--- src/hw/rtl/isdt_pkg.sv ---
// ----------------------------------------------------------------------------
// isdt_pkg
// shared types and constants of the i2s sample dc tracker
// ----------------------------------------------------------------------------
package isdt_pkg;

    localparam int SLOT_W       = 32;
    localparam int SAMPLE_SHIFT = 14;
    localparam int RAW_W        = SLOT_W - SAMPLE_SHIFT;
    localparam int SMP_W        = 16;
    localparam int BAL_W        = 11;
    localparam int LEN_W        = 11;
    localparam int ADDR_W       = 3;
    localparam int DATA_W       = 32;

    localparam logic signed [RAW_W:0]   CLAMP_HI     = 19'sd32767;
    localparam logic signed [RAW_W:0]   CLAMP_LO     = -19'sd32767;
    localparam logic signed [RAW_W-1:0] OFFSET_RESET = -18'sd8192;
    localparam logic signed [RAW_W-1:0] OFFSET_HI    = 18'sd131071;
    localparam logic signed [RAW_W-1:0] OFFSET_LO    = -18'sd131072;
    localparam logic signed [BAL_W-1:0] BAL_HI       = 11'sd1023;
    localparam logic signed [BAL_W-1:0] BAL_LO       = -11'sd1024;
    localparam logic [LEN_W-1:0]        BLOCK_LEN_RESET = 11'd256;

    // register index, taken from paddr above the byte offset
    localparam logic REG_BLOCK_LENGTH = 1'b0;

    typedef struct packed {
        logic signed [RAW_W-1:0] offset_now;
        logic signed [SMP_W-1:0] block_max;
        logic signed [SMP_W-1:0] block_min;
        logic                    block_end;
        logic signed [SMP_W-1:0] sample_out;
    } result_t;

    typedef struct packed {
        logic signed [RAW_W-1:0] offset;
        logic                    count_zero;
    } track_status_t;

endpackage

--- src/hw/rtl/isdt_sample.sv ---
// ----------------------------------------------------------------------------
// isdt_sample
// slot to sample extraction, offset removal and symmetric clamp
// ----------------------------------------------------------------------------
module isdt_sample
(
    input  logic [15:0]                            high_half,
    input  logic [15:0]                            low_half,
    input  logic signed [isdt_pkg::RAW_W-1:0]      offset,
    output logic signed [isdt_pkg::SMP_W-1:0]      sample
);

    logic [isdt_pkg::SLOT_W-1:0]          slot;
    logic signed [isdt_pkg::RAW_W-1:0]    raw;
    logic signed [isdt_pkg::RAW_W:0]      diff;

    assign slot = {high_half, low_half};
    assign raw  = $signed(slot[isdt_pkg::SLOT_W-1:isdt_pkg::SAMPLE_SHIFT]);
    assign diff = {raw[isdt_pkg::RAW_W-1], raw} - {offset[isdt_pkg::RAW_W-1], offset};

    always_comb
    begin
        if (diff > isdt_pkg::CLAMP_HI)
        begin
            sample = isdt_pkg::CLAMP_HI[isdt_pkg::SMP_W-1:0];
        end
        else if (diff < isdt_pkg::CLAMP_LO)
        begin
            sample = isdt_pkg::CLAMP_LO[isdt_pkg::SMP_W-1:0];
        end
        else
        begin
            sample = diff[isdt_pkg::SMP_W-1:0];
        end
    end

endmodule

--- src/hw/rtl/isdt_track.sv ---
// ----------------------------------------------------------------------------
// isdt_track
// block statistics: running min/max, sign balance, sample count and offset
// ----------------------------------------------------------------------------
module isdt_track
#(
    parameter int MAX_BLOCK = 1024
)
(
    input  logic                                 clk,
    input  logic                                 rst_n,
    input  logic                                 load,
    input  logic signed [isdt_pkg::SMP_W-1:0]    sample,
    input  logic [isdt_pkg::LEN_W-1:0]           block_length,
    output isdt_pkg::result_t                    result,
    output isdt_pkg::track_status_t              status
);

    localparam int CNT_W = $clog2(MAX_BLOCK);
    localparam int CMP_W = (CNT_W + 1 > isdt_pkg::LEN_W) ? CNT_W + 1 : isdt_pkg::LEN_W;
    localparam logic [CMP_W-1:0] MAX_LEN = CMP_W'(MAX_BLOCK);
    localparam logic [CMP_W-1:0] ONE_LEN = CMP_W'(1);

    logic signed [isdt_pkg::RAW_W-1:0]  offset_reg, offset_next;
    logic signed [isdt_pkg::SMP_W-1:0]  min_reg, min_next, min_upd;
    logic signed [isdt_pkg::SMP_W-1:0]  max_reg, max_next, max_upd;
    logic signed [isdt_pkg::BAL_W-1:0]  bal_reg, bal_next, bal_upd;
    logic [CNT_W-1:0]                   count_reg, count_next;
    logic [CNT_W:0]                     count_inc;
    logic [CMP_W-1:0]                   len_ext, eff_len;
    logic                               reseed, is_pos, is_neg, block_end;
    logic signed [isdt_pkg::RAW_W-1:0]  offset_step;

    always_comb
    begin
        reseed = (min_reg == '0) && (max_reg == '0);
        if (reseed)
        begin
            min_upd = sample;
            max_upd = sample;
        end
        else
        begin
            min_upd = (sample < min_reg) ? sample : min_reg;
            max_upd = (sample > max_reg) ? sample : max_reg;
        end

        is_neg = sample[isdt_pkg::SMP_W-1];
        is_pos = !is_neg && (sample != '0);
        bal_upd = bal_reg;
        if (is_pos && (bal_reg < isdt_pkg::BAL_HI))
        begin
            bal_upd = bal_reg + isdt_pkg::BAL_W'(1);
        end
        if (is_neg && (bal_reg > isdt_pkg::BAL_LO))
        begin
            bal_upd = bal_reg - isdt_pkg::BAL_W'(1);
        end

        len_ext = CMP_W'(block_length);
        if (len_ext == '0)
        begin
            eff_len = ONE_LEN;
        end
        else if (len_ext > MAX_LEN)
        begin
            eff_len = MAX_LEN;
        end
        else
        begin
            eff_len = len_ext;
        end

        count_inc = {1'b0, count_reg} + (CNT_W + 1)'(1);
        block_end = CMP_W'(count_inc) >= eff_len;

        // one step toward balance at block end
        offset_step = offset_reg;
        if ((bal_upd > 0) && (offset_reg < isdt_pkg::OFFSET_HI))
        begin
            offset_step = offset_reg + isdt_pkg::RAW_W'(1);
        end
        if ((bal_upd < 0) && (offset_reg > isdt_pkg::OFFSET_LO))
        begin
            offset_step = offset_reg - isdt_pkg::RAW_W'(1);
        end

        if (block_end)
        begin
            offset_next = offset_step;
            min_next    = '0;
            max_next    = '0;
            bal_next    = '0;
            count_next  = '0;
        end
        else
        begin
            offset_next = offset_reg;
            min_next    = min_upd;
            max_next    = max_upd;
            bal_next    = bal_upd;
            count_next  = count_inc[CNT_W-1:0];
        end

        result.sample_out = sample;
        result.block_end  = block_end;
        result.block_min  = block_end ? min_upd : '0;
        result.block_max  = block_end ? max_upd : '0;
        result.offset_now = offset_next;
    end

    always_ff @(posedge clk or negedge rst_n)
    begin
        if (!rst_n)
        begin
            offset_reg <= isdt_pkg::OFFSET_RESET;
            min_reg    <= '0;
            max_reg    <= '0;
            bal_reg    <= '0;
            count_reg  <= '0;
        end
        else if (load)
        begin
            offset_reg <= offset_next;
            min_reg    <= min_next;
            max_reg    <= max_next;
            bal_reg    <= bal_next;
            count_reg  <= count_next;
        end
    end

    assign status.offset     = offset_reg;
    assign status.count_zero = (count_reg == '0);

endmodule

--- src/hw/rtl/i2s_sample_dc_tracker_unit.sv ---
// ----------------------------------------------------------------------------
// i2s_sample_dc_tracker_unit
// i2s slot sample extraction with tracked dc offset removal and block min/max
//
// channel   | direction | handshake                | payload
// s_axis    | in        | tvalid / tready          | tdata: slot halves
// m_axis    | out       | tvalid / tready, tlast   | tdata: sample, min, max, offset
// apb       | in        | psel / penable / pready  | block_length at address 0
//
// one transaction per cycle unless m_axis stalls; the path from input to result is
// the input register, then statistics update and result register
// all state is updated in the same cycle that loads the result register
// a stall on m_axis holds both stages; s_axis_tready is high when the input register is empty or advances
// reset: offset -8192, statistics clear, block_length 256
// ----------------------------------------------------------------------------
module i2s_sample_dc_tracker_unit
#(
    parameter int MAX_BLOCK = 1024
)
(
    input  logic                                 clk,
    input  logic                                 rst_n,
    input  logic                                 s_axis_tvalid,
    output logic                                 s_axis_tready,
    input  logic [31:0]                          s_axis_tdata,  // high_half, low_half
    output logic                                 m_axis_tvalid,
    input  logic                                 m_axis_tready,
    output logic [71:0]                          m_axis_tdata,  // sample_out, block_min, block_max, offset_now
    output logic                                 m_axis_tlast,  // block_end
    input  logic                                 psel,
    input  logic                                 penable,
    input  logic                                 pwrite,
    input  logic [isdt_pkg::ADDR_W-1:0]          paddr,
    input  logic [isdt_pkg::DATA_W-1:0]          pwdata,
    output logic [isdt_pkg::DATA_W-1:0]          prdata,
    output logic                                 pready
);

    logic                          in_valid_reg;
    logic [15:0]                   high_reg;
    logic [15:0]                   low_reg;
    logic                          out_valid_reg;
    isdt_pkg::result_t             out_reg;
    logic [isdt_pkg::LEN_W-1:0]    block_length_reg;
    logic                          advance, load;
    logic signed [isdt_pkg::SMP_W-1:0] sample;
    isdt_pkg::result_t             result;
    isdt_pkg::track_status_t       status;

    assign pready  = 1'b1;
    assign advance = !out_valid_reg || m_axis_tready;
    assign load    = in_valid_reg && advance;
    assign s_axis_tready = !in_valid_reg || advance;

    always_comb
    begin
        unique case (paddr[isdt_pkg::ADDR_W-1])
            isdt_pkg::REG_BLOCK_LENGTH: prdata = isdt_pkg::DATA_W'(block_length_reg);
            default:                    prdata = '0;
        endcase
    end

    always_ff @(posedge clk or negedge rst_n)
    begin
        if (!rst_n)
        begin
            block_length_reg <= isdt_pkg::BLOCK_LEN_RESET;
        end
        else if (psel && penable && pwrite && pready
                 && (paddr[isdt_pkg::ADDR_W-1] == isdt_pkg::REG_BLOCK_LENGTH))
        begin
            block_length_reg <= pwdata[isdt_pkg::LEN_W-1:0];
        end
    end

    always_ff @(posedge clk or negedge rst_n)
    begin
        if (!rst_n)
        begin
            in_valid_reg  <= 1'b0;
            out_valid_reg <= 1'b0;
        end
        else
        begin
            if (s_axis_tready)
            begin
                in_valid_reg <= s_axis_tvalid;
            end
            if (advance)
            begin
                out_valid_reg <= in_valid_reg;
            end
        end
    end

    always_ff @(posedge clk)
    begin
        if (s_axis_tready && s_axis_tvalid)
        begin
            high_reg <= s_axis_tdata[15:0];
            low_reg  <= s_axis_tdata[31:16];
        end
        if (load)
        begin
            out_reg <= result;
        end
    end

    isdt_sample u_sample
    (
        .high_half (high_reg),
        .low_half  (low_reg),
        .offset    (status.offset),
        .sample    (sample)
    );

    isdt_track
    #(
        .MAX_BLOCK (MAX_BLOCK)
    )
    u_track
    (
        .clk          (clk),
        .rst_n        (rst_n),
        .load         (load),
        .sample       (sample),
        .block_length (block_length_reg),
        .result       (result),
        .status       (status)
    );

    assign m_axis_tvalid = out_valid_reg;
    assign m_axis_tlast  = out_reg.block_end;
    assign m_axis_tdata  = {6'b0, out_reg.offset_now, out_reg.block_max,
                            out_reg.block_min, out_reg.sample_out};

`ifndef NO_ASSERTIONS
    // offset moves only on a block-closing transaction
    a_offset_hold: assert property (@(posedge clk) disable iff (!rst_n)
        !(load && result.block_end) |=> $stable(status.offset))
        else $error("offset changed outside block end");

    // a block end restarts the sample count
    a_count_restart: assert property (@(posedge clk) disable iff (!rst_n)
        (load && result.block_end) |=> status.count_zero)
        else $error("sample count not cleared at block end");

    // an empty result register never blocks the input
    a_no_bubble: assert property (@(posedge clk) disable iff (!rst_n)
        !m_axis_tvalid |-> s_axis_tready)
        else $error("input stalled with empty result register");
`endif

endmodule
--- config.mk ---
export PLATFORM = sky130hd
export DESIGN_NAME = i2s_sample_dc_tracker_unit
export DESIGN_NICKNAME = d
export VERILOG_FILES = /design/src/hw/rtl/isdt_pkg.sv /design/src/hw/rtl/isdt_sample.sv /design/src/hw/rtl/isdt_track.sv /design/src/hw/rtl/i2s_sample_dc_tracker_unit.sv
export SDC_FILE = /design/constraint.sdc
export NUM_CORES = 1
export LEC_CHECK = 0
export ABC_AREA = 1
export BUFFER_PORTS_ARGS = -buffer_cell sky130_fd_sc_hd__buf_2
export CAP_MARGIN = 0
export CORE_MARGIN = 4
export CORE_UTILIZATION = 45
export CTS_CLUSTER_SIZE = 30
export DETAILED_ROUTE_END_ITERATION = 16
export GPL_TIMING_DRIVEN = 0
export PLACE_DENSITY = 0.66
export SYNTH_ARGS = -nofsm -noshare
export SYNTH_HDL_FRONTEND = slang
export SYNTH_SLANG_ARGS = --single-unit
--- constraint.sdc ---
create_clock -name clk -period 6 [get_ports clk]
set_input_delay 0.9 -clock clk [delete_from_list [all_inputs] [get_ports clk]]
set_output_delay 0.9 -clock clk [all_outputs]
set_load 0.02 [all_outputs]
==> results of run 1 <==
-- cell type report --
| cell class | instances | area share |
|---|---|---|
| buffer | 59 | 0.0280 |
| clock buffer | 19 | 0.0380 |
| clock inverter | 13 | 0.00950 |
| inverter | 205 | 0.0615 |
| multi-input combinational | 989 | 0.408 |
| sequential | 169 | 0.373 |
| tap | 319 | 0.0319 |
| timing repair buffer | 118 | 0.0504 |
-- worst max-delay path by stage --
stage	to	slack, ns	depth (start not counted)
after detailed placement	m_axis_tdata[33]	0.33	29
after global routing	m_axis_tdata[34]	0.04	29
after CTS	m_axis_tdata[34]	0.30	25
final	m_axis_tdata[37]	0.52	27
after global placement	m_axis_tdata[34]	0.41	29
after floorplan	m_axis_tdata[33]	1.53	29
-- metrics by stage --
stage / hold WS, ns / util
2_1_floorplan: 0.468 / -
3_3_place_gp: 0.485 / 0.504
3_5_place_dp: 0.491 / 0.506
4_1_cts: 0.399 / 0.531
5_1_grt: 0.413 / 0.532
6_report: 0.398 / 0.532
-- synthesized netlist by cell type, drive strengths merged --
cell type / count
a211oi: 2
a21o: 3
a21oi: 59
a221oi: 1
and2: 3
and3: 1
buf: 36
clkbuf: 23
clkinv: 3
conb: 2
dfrtp: 78
dfstp: 6
edfxtp: 85
fa: 1
ha: 65
inv: 202
nand2: 384
nand3: 92
nand3b: 3
nand4: 21
nor2: 132
nor3: 30
nor4: 19
o211a: 1
o211ai: 1
o21a: 2
o21ai: 89
o21bai: 2
o22ai: 26
o41ai: 1
or2: 2
xnor2: 2
xor2: 19
-- metal layers --
| layer | part of all wire | GRT usage | wire (um) |
|---|---|---|---|
| met1 | 0.46 | 0.299 | 13200 |
| met2 | 0.47 | 0.355 | 13400 |
| met3 | 0.048 | 0.0301 | 1380 |
| met4 | 0.026 | 0.0770 | 761 |
| met5 | 0 | 0 | 0 |
-- timing repair --
| action | in CTS | in global routing |
|---|---|---|
| endpoints found under the setup margin | 0 | 30 |
| endpoints found under the hold margin | 0 | 0 |
| gates resized for setup | 0 | 5 |
| hold buffers | 0 | 0 |
-- cell families (layout without fill, tap and decap cells) --
family,Yosys count,count (layout),share of synthesized area
AND/OR/NAND/NOR,687,687,0.275
adder cells (fa/ha/maj),66,66,0.0773
other,2,28,0.000696
AO/OA/AOI/OAI,187,187,0.0948
XOR/XNOR,21,21,0.0171
buffers and inverters,264,414,0.103
flip-flops,169,169,0.432
-- critical path, cell delays in order, from the launching register on --
cell,delay [ns]
dfrtp_1,0.46
ha_1,0.25
fa_1,0.42
inv_1,0.12
nand3_1,0.09
nand2_1,0.13
nand2_1,0.08
nand2_1,0.09
nand2_1,0.07
nand3_1,0.06
nand2_1,0.07
a21oi_1,0.14
nand2_1,0.07
nand2_1,0.19
clkinv_1,0.26
a21oi_1,0.49
inv_1,0.20
ha_1,0.35
a21oi_1,0.07
o21a_1,0.16
o21ai_0,0.17
a21oi_1,0.08
o211a_1,0.22
o21ai_1,0.31
clkbuf_2,0.30
nand2_1,0.08
o21ai_0,0.16
nor2_1,0.10
==> metrics.md, run 1 <==
| Metric | Value |
|---|---|
| Status | finished, final reports clean |
| Num Clock Sinks | 169 |
| Commonest non-fill, non-tap cell in the layout | nand2_1 |
| Largest net degree at the start of global routing | between 50 and 60 |
| Starting Density | 0.458 |
| GP Congestion | ~0.92 |
| Cells after DPL | between 1,500 and 2,000 |
| Die Ht | ~160 um |
| Commonest cells after routing, fill and taps aside | nand2_1, inv_1, nor2_1 |
| Initial antenna violation count | 0 |
| CP Class | flip-flop to flip-flop |
| Hpwl dp | around 22,000 um |
| DRT antenna net count | 0 |
| Area occupied by multi-input gates | between 5000 and 6000 um^2 |
| Worst-margin pin slew | between 0.6 and 0.7 ns |
| Final setup viols | 0 |
| Register area | between 4000 and 5000 um^2 |
| Share of post-route cells with drive strength above 1 | 0.147 |
| Final Hold Viols | 0 |
| Clock transition at path regs | 0.07 ns |
| Routed vias | between 9,000 and 10,000 |
| CP Max Fanout | 10 |
| IO buf count | between 100 and 150 |
| Mapped Cells | ~1,400 |
| Max-slew violations | 0 |
| DRT Pass-1 Iters | 7 |
| Synth warnings | 0 |
| CTS tree | built |
| Max reg flops | 66 |
| Reg2reg path depth | 27 |
| Max-cap violations | 0 |
| CTS H-tree depth | 4 |
| Synth top area cells | edfxtp_1, dfrtp_1, nand2_1, ha_1, inv_1 |
| Core area | 23,500 um^2 |
| Post-Synthesis Cell Area | 10,800 um^2 |
| Max_slew headroom | 0.535 |
| Clock Latency Late Sink | 0.44 ns |
| RSZ-0062 raised after global routing | no |
| Synth area leader | edfxtp_1 |
| R2r endpoint | m_axis_tdata[37] |
| WL per Instance | 15.2 um |
| Kind of start point of the critical path | flip-flop |
| Row cnt | 56 |
| Area Overhead vs Synth | 16.0% |
| Overflow after GRT | 0 |
| Number of fill cells | roughly 2,300 |
| Synth top area share | 0.237 |
| Fmax | around 0.18 GHz |
| Reg-to-reg startpoint | u_track.offset_reg[0] |
| Type of the worst min-delay path | input port to asynchronous set/reset pin |
| Initial detailed-routing violation count | approximately 780 |
| First-pass GRT wire length | 46,200 um |
| Total Die Area | about 27,000 um^2 |
| #FFs+latches synth | 169 |
| CTS Root Cell | clkbuf_16 |
| Antenna diodes | 0 |
| Final Cell Area | about 13,000 um^2 |
| Routed wire length | approximately 29,000 um |
| Total GRT Usage | 0.218 |
| Setup Buffers After CTS | 0 |
| Clock Tree Buf Depth | 2 |
| Worst Path Required | 6.17 ns |
| Setup Skew | approximately 0.014 ns |
| Setup TNS | 0 ns |
| Finished Layout Cells | 1,891 |
| Reg-to-reg slack, setup | 0.52 ns |
| Vias/cell | 5.09 |
| Die width | between 150 and 200 um |
| Register area share after synthesis | 0.432 |
| Nets | between 1,500 and 2,000 |
| Final Cycle Share | 0.913 |
| Avg Inst Size Synth | just under 8 um^2 |
| Arr. time, crit path | between 5 and 6 ns |
| Remaining DRCs | 0 |
| Setup crit start | u_track.offset_reg[0] |
| Final Critical Period | between 5 and 6 ns |
| DP Area | around 12,000 um^2 |
| CP endpoint kind | flip-flop |
| Final worst setup slack | roughly 0.52 ns |
| IO Count | between 150 and 200 |
| Vias in the first global route | slightly above 9,000 |
| Dpl ws | approximately 0.33 ns |
| Synth unique cells | 45 |
| Total CTS buffers | 17 |
Power of run 1 is left out: the tool's default activity adds up to more than one toggle a clock period on the data nets, which glitch-free logic cannot reach.
==> run 2: changes to the inputs <==
Settings changed: CORE_UTILIZATION 45 to 55, PLACE_DENSITY 0.66 to 0.78.
==> metrics.md, run 2 (synthesized netlist as in run 1, its figures left out) <==
| Metric | Value |
|---|---|
| Crit-path max cell delay | about 0.48 ns |
| Clock Tree Buf Depth | 2 |
| Vias in the first global route | approximately 9,300 |
| Finished Layout Cells | between 1,500 and 2,000 |
| DRT antenna net count | 0 |
| Worst Path Required | a little over 6 ns |
| WHS | 0.400 ns |
| Reg-to-reg slack, setup | roughly 0.43 ns |
| Status | finished, final reports clean |
| Total GRT Usage | 0.252 |
| Fmax | ~0.18 GHz |
| Clock Latency Late Sink | between 0.4 and 0.5 ns |
| Met2 Usage GRT | 0.411 |
| Max_slew headroom | 0.355 |
| Area Overhead vs Synth | 14.8% |
| Crit path to | m_axis_tdata[43] |
| CP bufs+invs | 4 |
| Routed wire length | 27,200 um |
| Die width | ~150 um |
| Largest net degree at the start of global routing | 77 |
| Reg2reg path depth | 27 |
| Slowest-stage cell, CP | a21oi_1 |
| CP endpoint kind | flip-flop |
| CTS Root Cell | clkbuf_16 |
| Overflow after GRT | 0 |
| Vias/cell | ~5.3 |
| WL per Instance | 14.8 um |
| Setup TNS | 0 ns |
| Worst-margin pin slew | 0.967 ns |
| Max-cap violations | 0 |
| CP Class | flip-flop to flip-flop |
| CTS H-tree depth | 4 |
| IO buf count | roughly 120 |
| CTS tree | built |
| Row cnt | 50 |
| Type of the worst min-delay path | input port to asynchronous set/reset pin |
| DRT Pass-1 Iters | 6 |
| R2r endpoint | m_axis_tdata[43] |
| Antenna diodes | 0 |
| Core area | between 15,000 and 20,000 um^2 |
| Routed vias | 9,766 |
| Met1 Resource Use GR | 0.337 |
| Most frequent cell on the critical path | nand2_1 |
| CP Max Fanout | 10 |
| Reg-to-reg startpoint | u_track.offset_reg[0] |
| Final setup viols | 0 |
| Final Hold Viols | 0 |
| GR peak layer | met2 |
| Total CTS buffers | 17 |
| Total Die Area | about 22,000 um^2 |
| Commonest cells after routing, fill and taps aside | nand2_1, inv_1, nor2_1 |
| Remaining DRCs | 0 |
| IO Count | between 150 and 200 |
| Cells after DPL | ~1,800 |
| CP top delay family | compound AO/OA/AOI/OAI gates |
| Share of post-route cells with drive strength above 1 | 0.144 |
| Starting Density | 0.567 |
| Setup Buffers After CTS | 0 |
| Final Critical Period | approximately 5.6 ns |
| Arr. time, crit path | approximately 5.7 ns |
| Met3 global-route usage | 0.0365 |
| Clock transition at path regs | 0.06 ns |
| Final Cycle Share | 0.929 |
| GP Congestion | ~0.97 |
| Setup crit start | u_track.offset_reg[0] |
| Nets | approximately 1,700 |
| Die Ht | approximately 150 um |
| Num Clock Sinks | around 170 |
| Max-slew violations | 0 |
| Hpwl dp | between 20,000 and 25,000 um |
| Commonest non-fill, non-tap cell in the layout | nand2_1 |
| First-pass GRT wire length | about 45,000 um |
| Setup Skew | 0.00989 ns |
| WP depth | 27 |
| Kind of start point of the critical path | flip-flop |
| RSZ-0062 raised after global routing | no |
| Initial antenna violation count | 0 |
| Max reg flops | 66 |
| Initial detailed-routing violation count | around 660 |
==> run 2: what timing repair did <==
item                       CTS  global route
setup endpoints to repair    0            30
resized for setup            0             5
hold buffers                 0             0
==> run 2: stage by stage <==
stage,util,setup slack (ns),instance area [um^2]
after floorplan,-,1.53,10900
after global placement,0.620,0.498,11800
after detailed placement,0.622,0.377,11800
after CTS,0.651,0.346,12400
after global routing,0.651,0.0290,12400
final,0.651,0.427,12400
==> run 2: routing by layer <==
layer / share of wire / vias to the layer above
met5: 0 / -
met3: 0.062 / 69
met2: 0.46 / 377
met4: 0.036 / 0
li1: - / 4845
met1: 0.44 / 4475
==> run 2: worst register-to-register path, stage by stage, from the launching register on <==
cell and delay (ns):
dfrtp_1 0.46, ha_1 0.25, fa_1 0.41, inv_1 0.12, nand3_1 0.09, nand2_1 0.12
nand2_1 0.08, nand2_1 0.09, nand2_1 0.08, nand3_1 0.07, nand2_1 0.07, a21oi_1 0.13
nand2_1 0.06, nand2_1 0.19, clkinv_1 0.29, a21oi_1 0.48, inv_1 0.21, ha_1 0.35
a21oi_1 0.07, o21a_1 0.16, o21ai_0 0.19, a21oi_1 0.07, o211a_1 0.21, o21ai_1 0.29
clkbuf_1 0.40, nand2_1 0.16, o21ai_0 0.14, nor2_1 0.06
==> run 2: worst min-delay path by stage <==
stage | from | to | cells past startpoint
after CTS | rst_n | u_track.min_reg[10] | 1
after global placement | u_track.offset_reg[14] | u_track.offset_reg[14] | 2
after global routing | rst_n | u_track.min_reg[4] | 1
after floorplan | block_length_reg[8] | block_length_reg[8] | 2
after detailed placement | u_track.offset_reg[14] | u_track.offset_reg[14] | 2
final | rst_n | u_track.min_reg[9] | 1
==> run 2: final cells by class <==
cell class / instances / area, um^2
Fill cell: 1709 / 6630
Multi-Input combinational cell: 989 / 5110
Sequential cell: 169 / 4660
Inverter: 205 / 769
Timing Repair Buffer: 117 / 611
Clock buffer: 23 / 489
Buffer: 59 / 349
Tap cell: 260 / 325
Clock inverter: 9 / 63.8
Power of run 2 is left out for the same reason.
